File: config.mk
export PLATFORM = sky130hd
export DESIGN_NAME = org_front
export DESIGN_NICKNAME = d
export VERILOG_FILES = /design/src/hw/rtl/assert_macros.svh /design/src/hw/rtl/org_pkg.sv /design/src/hw/rtl/org_front.sv
export SDC_FILE = /design/constraint.sdc
export NUM_CORES = 1
export LEC_CHECK = 0
export BUFFER_PORTS_ARGS = -buffer_cell sky130_fd_sc_hd__buf_4
export CAP_MARGIN = 20
export CELL_PAD_IN_SITES_DETAIL_PLACEMENT = 0
export CELL_PAD_IN_SITES_GLOBAL_PLACEMENT = 1
export CORE_AREA = 5 5 254 256
export DETAILED_ROUTE_END_ITERATION = 8
export DIE_AREA = 0 0 259 261
export PLACE_DENSITY = 0.81
export SYNTH_ARGS = -nofsm -noshare
export SYNTH_HDL_FRONTEND = slang
export SYNTH_SLANG_ARGS = --single-unit
File: constraint.sdc
create_clock -name clk_i -period 21.4 [get_ports clk_i]
set_input_delay 4.28 -clock clk_i [delete_from_list [all_inputs] [get_ports clk_i]]
set_output_delay 4.28 -clock clk_i [all_outputs]
set_load 0.1 [all_outputs]
File: src/hw/rtl/assert_macros.svh
// assertion macros used by the rtl top level
`ifndef ASSERT_MACROS_SVH
`define ASSERT_MACROS_SVH
`ifndef SYNTHESIS
// implication or plain property, checked on every rising edge out of reset
`define ASSERT_PROP(name, clk, rstn, prop) \
  name: assert property (@(posedge clk) disable iff (!rstn) prop) \
    else $error("assertion failed");
// expression that must never be true
`define ASSERT_NEVER(name, clk, rstn, expr) \
  name: assert property (@(posedge clk) disable iff (!rstn) !(expr)) \
    else $error("forbidden condition seen");
`else
`define ASSERT_PROP(name, clk, rstn, prop)
`define ASSERT_NEVER(name, clk, rstn, expr)
`endif
`endif

File: src/hw/rtl/org_pkg.sv
// types, constants and codes of the order risk gate
package org_pkg;

  // rate window ring
  localparam int RING_DEPTH = 64;
  localparam int RING_AW    = (RING_DEPTH > 1) ? $clog2(RING_DEPTH) : 1;
  localparam int CNT_W      = $clog2(RING_DEPTH + 1);
  localparam int CMP_W      = CNT_W + 8;
  localparam logic [63:0] WINDOW_NS = 64'd1000000000;

  // stream and register port widths
  localparam int IN_TDATA_W  = 328;
  localparam int OUT_TDATA_W = 104;
  localparam int APB_AW      = 6;
  localparam int APB_DW      = 64;

  // register indexes
  typedef enum logic [2:0] {
    REG_RATE_LIMIT = 3'd0,
    REG_SIZE_LIMIT = 3'd1,
    REG_PRICE_LIMIT = 3'd2,
    REG_VALUE_LIMIT = 3'd3,
    REG_POS_LIMIT = 3'd4,
    REG_POS_VALUE_LIMIT = 3'd5
  } org_reg_e;

  typedef enum logic [3:0] {
    RSN_OK = 4'd0,
    RSN_RATE = 4'd1,
    RSN_SIZE = 4'd2,
    RSN_PRICE = 4'd3,
    RSN_VALUE = 4'd4,
    RSN_POSITION = 4'd5,
    RSN_POS_VALUE = 4'd6,
    RSN_LOCATES = 4'd7,
    RSN_UNSET = 4'd8
  } org_reason_e;

  typedef enum logic [1:0] {
    SIDE_BUY = 2'd0,
    SIDE_SELL = 2'd1,
    SIDE_SHORT = 2'd2,
    SIDE_SHORT_EXEMPT = 2'd3
  } org_side_e;

  typedef enum logic [0:0] {
    OP_VALIDATE = 1'b0,
    OP_LOCATE_UPDATE = 1'b1
  } org_op_e;

  typedef enum logic [3:0] {
    ST_IDLE,
    ST_LOAD,
    ST_EXPIRE,
    ST_CHK_LIM,
    ST_CHK_VAL,
    ST_CHK_POS,
    ST_MUL_HI,
    ST_CHK_PVAL,
    ST_RESULT
  } org_state_e;

  typedef struct packed {
    logic signed [7:0] rate_limit;
    logic [31:0]       size_limit;
    logic [31:0]       price_limit;
    logic [62:0]       value_limit;
    logic [46:0]       position_limit;
    logic [62:0]       position_value_limit;
  } org_cfg_t;

  typedef struct packed {
    org_op_e            op;
    logic [62:0]        order_time_ns;
    logic [31:0]        order_size;
    logic [31:0]        order_price;
    org_side_e          order_side;
    logic signed [47:0] held_quantity;
    logic signed [47:0] away_quantity;
    logic [46:0]        open_short_qty;
    logic signed [47:0] locate_target;
    logic               grow_only;
  } org_item_t;

  typedef struct packed {
    logic               accepted;
    org_reason_e        reject_reason;
    org_side_e          final_side;
    logic [47:0]        locates_taken;
    logic signed [47:0] locates_left;
  } org_result_t;

  typedef struct packed {
    logic             busy;
    logic [CNT_W-1:0] ring_count;
  } org_back_status_t;

endpackage

File: src/hw/rtl/org_front.sv
// front end: takes requests, decodes them and queues them for the back end
module org_front (
  input  logic                             clk_i,
  input  logic                             rst_ni,
  input  logic                             s_axis_tvalid,
  output logic                             s_axis_tready,
  input  logic [org_pkg::IN_TDATA_W-1:0]   s_axis_tdata,
  input  logic                             s_axis_tuser,
  output logic                             q_valid_o,
  output org_pkg::org_item_t               q_item_o,
  input  logic                             q_pop_i
);
  org_pkg::org_item_t item;
  org_pkg::org_item_t mem_q [2];
  logic       wptr_q, wptr_d, rptr_q, rptr_d;
  logic [1:0] cnt_q, cnt_d;
  logic       push, pop;

  // unpack the request fields
  always_comb begin
    item.op             = org_pkg::org_op_e'(s_axis_tuser);
    item.order_time_ns  = s_axis_tdata[62:0];
    item.order_size     = s_axis_tdata[94:63];
    item.order_price    = s_axis_tdata[126:95];
    item.order_side     = org_pkg::org_side_e'(s_axis_tdata[128:127]);
    item.held_quantity  = s_axis_tdata[176:129];
    item.away_quantity  = s_axis_tdata[224:177];
    item.open_short_qty = s_axis_tdata[271:225];
    item.locate_target  = s_axis_tdata[319:272];
    item.grow_only      = s_axis_tdata[320];
  end

  assign s_axis_tready = (cnt_q != 2'd2);
  assign push          = s_axis_tvalid && s_axis_tready;
  assign q_valid_o     = (cnt_q != 2'd0);
  assign pop           = q_pop_i && q_valid_o;
  assign q_item_o      = mem_q[rptr_q];

  // queue pointers and fill
  always_comb begin
    wptr_d = push ? ~wptr_q : wptr_q;
    rptr_d = pop ? ~rptr_q : rptr_q;
    cnt_d  = cnt_q + {1'b0, push} - {1'b0, pop};
  end

  always_ff @(posedge clk_i or negedge rst_ni) begin
    if (!rst_ni) begin
      wptr_q <= 1'b0;
      rptr_q <= 1'b0;
      cnt_q  <= 2'd0;
    end else begin
      wptr_q <= wptr_d;
      rptr_q <= rptr_d;
      cnt_q  <= cnt_d;
    end
  end

  // queue storage
  always_ff @(posedge clk_i) begin
    if (push) begin
      mem_q[wptr_q] <= item;
    end
  end
endmodule

After elaboration in Yosys (flattened, before gate mapping):

Memory sizes are Yosys's and may differ from the RTL's.
Index checks and enable logic that the tools add are counted.

* multiply operators: 0
* mux-type cells: 2
* div/mod/pow operators: 0
* $add $sub $neg: 2
* bitwise gates (word level): 2
* reductions and logical operators: 3
* equality and inequality tests: 1
* $lt $le $gt $ge: 0
* shift-type cells: 0

Operators with widths (count)
* $add A2 B1 Y2: 1
* $logic_and A1 B1 Y1: 2
* $mux W1: 2
* $ne A2 B2 Y1 const B: 1
* $not A1 Y1: 2
* $reduce_bool A2 Y1: 1
* $sub A2 B1 Y2: 1

* memories: 1
* output and inout port bits: 324
* ROM bits: 0
* memory bits (writable): 644
* input port bits: 333
* register bits after elaboration: 4
* bits in latches: 0
* word-level logic and storage cells: 14

Memories
* mem_q: words 2, bits a word 322, rd ports 1, clocked after memory_dff 0, wr ports 1, line org_front.sv:14 `org_pkg::org_item_t mem_q [2];`

Logic depth before layout (Yosys ltp):

* depth after elaboration: 4
* gate-level depth with buffers: 7
* mapped depth without buffers: 7

Worst setup path after synthesis:

No wires, ideal clock.

* path kind: input -> register
* from: input port s_axis_tvalid
* to: memory mem_q[0][0] in the netlist's numbering, enable pin
* setup slack: 2612 ps
* data arrival time: 17775 ps
* required time: 20386 ps
* library setup time: 1014 ps
* stages on the path: 2
* path through: nand2_1 > nor2_1

* word-level cells in the longest chain between the ends: 3

Ends and longest elaborated chain
* from (decl): line org_front.sv:5 `input logic s_axis_tvalid,`
* $logic_and A1 B1 Y1: line org_front.sv:34 `assign push = s_axis_tvalid && s_axis_tready;`
* $mux W1: line org_front.sv:60 `if (push) begin`
* $mux W1 (implied by the code): line org_front.sv:61 `mem_q[wptr_q] <= item;`
* to (decl): line org_front.sv:14

No other way between the ends.

==> PnR_summary.wiki <==
{| class="wikitable"
! Metric !! Value
|-
| Placement Rows || 92
|-
| Netlist area before placement || about 25000 sq um
|-
| Input/output buffers || roughly 650
|-
| Synth Net Count || around 1400
|-
| Violation count after the first detailed-route iteration || ~600
|-
| Post-route fraction of the period consumed by the critical path || 0.387
|-
| Wire length of the first global-routing pass || roughly 82 mm
|-
| Clock skew after layout || approximately 0.018 ns
|-
| Final WS setup || ~13 ns
|-
| Number of max-capacitance violations reported || 0
|-
| Detailed-route vias per instance || between 4 and 5
|-
| Clock root buffer || sky130_fd_sc_hd__clkbuf_16
|-
| Via count of the first global-routing pass || between 10000 and 15000
|-
| Kind of start point of the critical path || flip-flop
|-
| Warnings from Yosys || 0
|-
| Die boundary width || around 260 um
|-
| Router iterations before antenna repair || 4
|-
| Insertion delay to the later sink of the worst-skew pair || approximately 0.60 ns
|-
| Final Hold Vio Count || 0
|-
| Nets@finish || between 2000 and 2500
|-
| Wire length reported by the detailed router || 57.9 mm
|-
| Share of final-layout standard cells stronger than drive strength 1 || 0.609
|-
| Top achievable clock speed || around 120 MHz
|-
| Die ar. || between 60000 and 70000 sq um
|-
| Antenna violations before repair || 2
|-
| Critical path origin || rptr_q
|-
| Number of buffers inserted by post-CTS setup repair || 0
|-
| TritonCTS clock tree || built
|-
| Slowest cell on crit path || sky130_fd_sc_hd__dfrtp_4
|-
| List of cells traversed by the critical path || buf_4 -> buf_12 -> mux2_2 -> buf_4
|-
| Final setup fails || 0
|-
| Clk sink count || ~650
|-
| CTS resizes || 0
|-
| FF+latch count, synth || roughly 650
|-
| Required time reported for the critical path endpoint || ~17 ns
|-
| Least-Margin Pin Slew || slightly above 1 ns
|-
| CTS Buf Count || 69
|-
| Worst Hold Class || reg -> reg
|-
| Run status || completed
|-
| Setup Crit Path Kind || reg -> out
|-
| Average wire per cell in the routed design || roughly 22 um
|-
| Shortest clock period the worst path allows after layout || 8.28 ns
|-
| Dominant cell type by area after synthesis || sky130_fd_sc_hd__edfxtp_1
|-
| Count of unique library cells instantiated by Yosys || 16
|-
| Worst Min Path Start || cnt_q[0]
|-
| Depth of the CTS H-tree || 3
|-
| CP peak stage delay || 0.91 ns
|-
| Total count of max-transition violations in the final report || 0
|-
| Reg-to-reg startpoint || cnt_q[1]
|-
| Share of synthesized area occupied by flip-flops and latches || 0.792
|-
| Cells after synthesis || 1019
|-
| Unrepaired setup endpoints after global routing || false
|-
| Worst EP arrival || approximately 4 ns
|-
| Count of unresolved DRC violations after routing || 0
|-
| Layout Area Growth over Synthesis || 31.9%
|-
| Initial Util || 0.394
|-
| Height of the chip || 261 um
|-
| All-Layer GR Usage || 0.162
|-
| Worst setup slack before clock tree synthesis || ~14 ns
|-
| Total of fill cells in the finished design || slightly below 5000
|-
| Top post-synthesis cells by area || sky130_fd_sc_hd__edfxtp_1 79%, sky130_fd_sc_hd__mux2_4 17%, sky130_fd_sc_hd__mux2_2 2.4%
|-
| Number of buffers on the longest clock path || 3
|-
| Library cell appearing most often on the critical path || sky130_fd_sc_hd__buf_4
|-
| Max-slew headroom || 0.313
|-
| RD Place Congestion || ~0.78
|-
| Clock edge transition at the registers on the reported setup and hold paths || around 0.05 ns
|-
| Total congestion overflow || 0
|-
| Core footprint || a little over 60000 sq um
|-
| Placed wire-length estimate || between 40 and 50 mm
|-
| Post-CTS Hold Buffers || 0
|-
| Largest fanout on the critical path || around 130
|-
| Via count || 12203
|-
| Top-level port count || between 600 and 700
|-
| Largest net degree at the start of global routing || about 130
|-
| Synthesized area per cell || between 20 and 25 sq um
|-
| Setup_tns || 0 ns
|-
| Antenna Violating Nets Remaining || 0
|-
| Kind of end point of the critical path || primary output
|-
| Top-area cell type share of the netlist area || 0.788
|}
[Yosys cell counts (all sizes together)]
library cell    n
or2             1
nand2b          1
mux2          322
xnor2           3
edfxtp        644
ha              2
inv             1
and3            1
buf            36
xor2            1
dfrtp           4
and2            1
nand2           1
nor2            1
[cells by family (layout without fill, tap and decap cells)]
group	Yosys count	in the layout	synth area share
other cells	0	3	0
flops	648	648	0.792
xor+xnor	4	4	0.00143
buf+inv	37	784	0.0154
fa+ha+maj	2	2	0.00102
mux	322	322	0.189
simple gates	6	6	0.00133
[stage by stage]
| stage | hold slack [ns] | util | instance area (sq um) | cells |
|---|---|---|---|---|
| floorplan | 0.461 | - | 24500 | 1019 |
| global placement | 0.502 | 0.485 | 30200 | 2491 |
| detailed placement | 0.515 | 0.485 | 30200 | 2491 |
| CTS | 0.530 | 0.520 | 32400 | 2612 |
| global route | 0.568 | 0.520 | 32400 | 2613 |
| finish | 0.523 | 0.520 | 32400 | 2615 |
[final cells by class]
class / instances / area [sq um] / share of cell area
flip-flops and latches: 648 / 19400 / 0.601
well taps: 846 / 1060 / 0.0327
multi-input cells: 334 / 4740 / 0.147
clock buffers: 83 / 1780 / 0.0550
inverters: 1 / 3.75 / 0.000116
clock inverters: 38 / 352 / 0.0109
diodes: 3 / 7.51 / 0.000232
repair buffers: 662 / 4980 / 0.154
[state kept, by name (all words and copies together) (netlist names)]
signal  cells
mem_q     644
cnt_q       2
rptr_q      1
wptr_q      1
[cells in the final DEF (no fill, tap or decap)]
master                       Yosys  routed
sky130_fd_sc_hd__nand2_1         1       1
sky130_fd_sc_hd__xnor2_1         3       3
sky130_fd_sc_hd__clkinv_16       0       1
sky130_fd_sc_hd__and2_1          1       1
sky130_fd_sc_hd__inv_6           0       1
sky130_fd_sc_hd__dfrtp_1         4       3
sky130_fd_sc_hd__inv_1           1       1
sky130_fd_sc_hd__ha_1            2       2
sky130_fd_sc_hd__clkinvlp_4      0       3
sky130_fd_sc_hd__or2_2           1       1
sky130_fd_sc_hd__diode_2         0       3
sky130_fd_sc_hd__xor2_1          1       1
sky130_fd_sc_hd__and3_4          0       1
sky130_fd_sc_hd__dfrtp_4         0       1
sky130_fd_sc_hd__nor2_4          0       1
sky130_fd_sc_hd__buf_4           0     661
sky130_fd_sc_hd__mux2_4        270     270
sky130_fd_sc_hd__clkinv_8        0       3
sky130_fd_sc_hd__clkbuf_1        0      14
sky130_fd_sc_hd__edfxtp_1      644     644
sky130_fd_sc_hd__nand2b_1        1       1
sky130_fd_sc_hd__clkinv_2        0       6
sky130_fd_sc_hd__mux2_2         52      52
sky130_fd_sc_hd__clkbuf_16       0      69
sky130_fd_sc_hd__clkinv_1        0      19
sky130_fd_sc_hd__inv_16          0       1
sky130_fd_sc_hd__bufinv_16       0       4
sky130_fd_sc_hd__buf_12          0       1
[final timing paths]
check                                to  slack, ns  cells after the start
max                         q_item_o[1]      13.12                      4
min                            cnt_q[0]       0.52                      1
max reg2reg                mem_q[0][98]      17.66                      6
min reg2reg                    cnt_q[0]       0.52                      1
max in group asynchronous        rptr_q      17.80                      1
min in group asynchronous      cnt_q[1]       3.48                      1
[metal layers]
| layer | track usage | wire (um) |
|---|---|---|
| met1 | 0.176 | 20000 |
| met3 | 0.0596 | 5070 |
| met5 | 0 | 7 |
| met2 | 0.285 | 30600 |
| met4 | 0.0710 | 2240 |
[critical path, delay by kind of cell, from the launching register on]
family	cells	cell delay (ns)
buffers and inverters	3	1.87
flip-flops	1	0.91
multiplexers	1	0.45
Power is left out: the tool's default activity adds up to more than one toggle a clock period on the data nets, which glitch-free logic cannot reach.
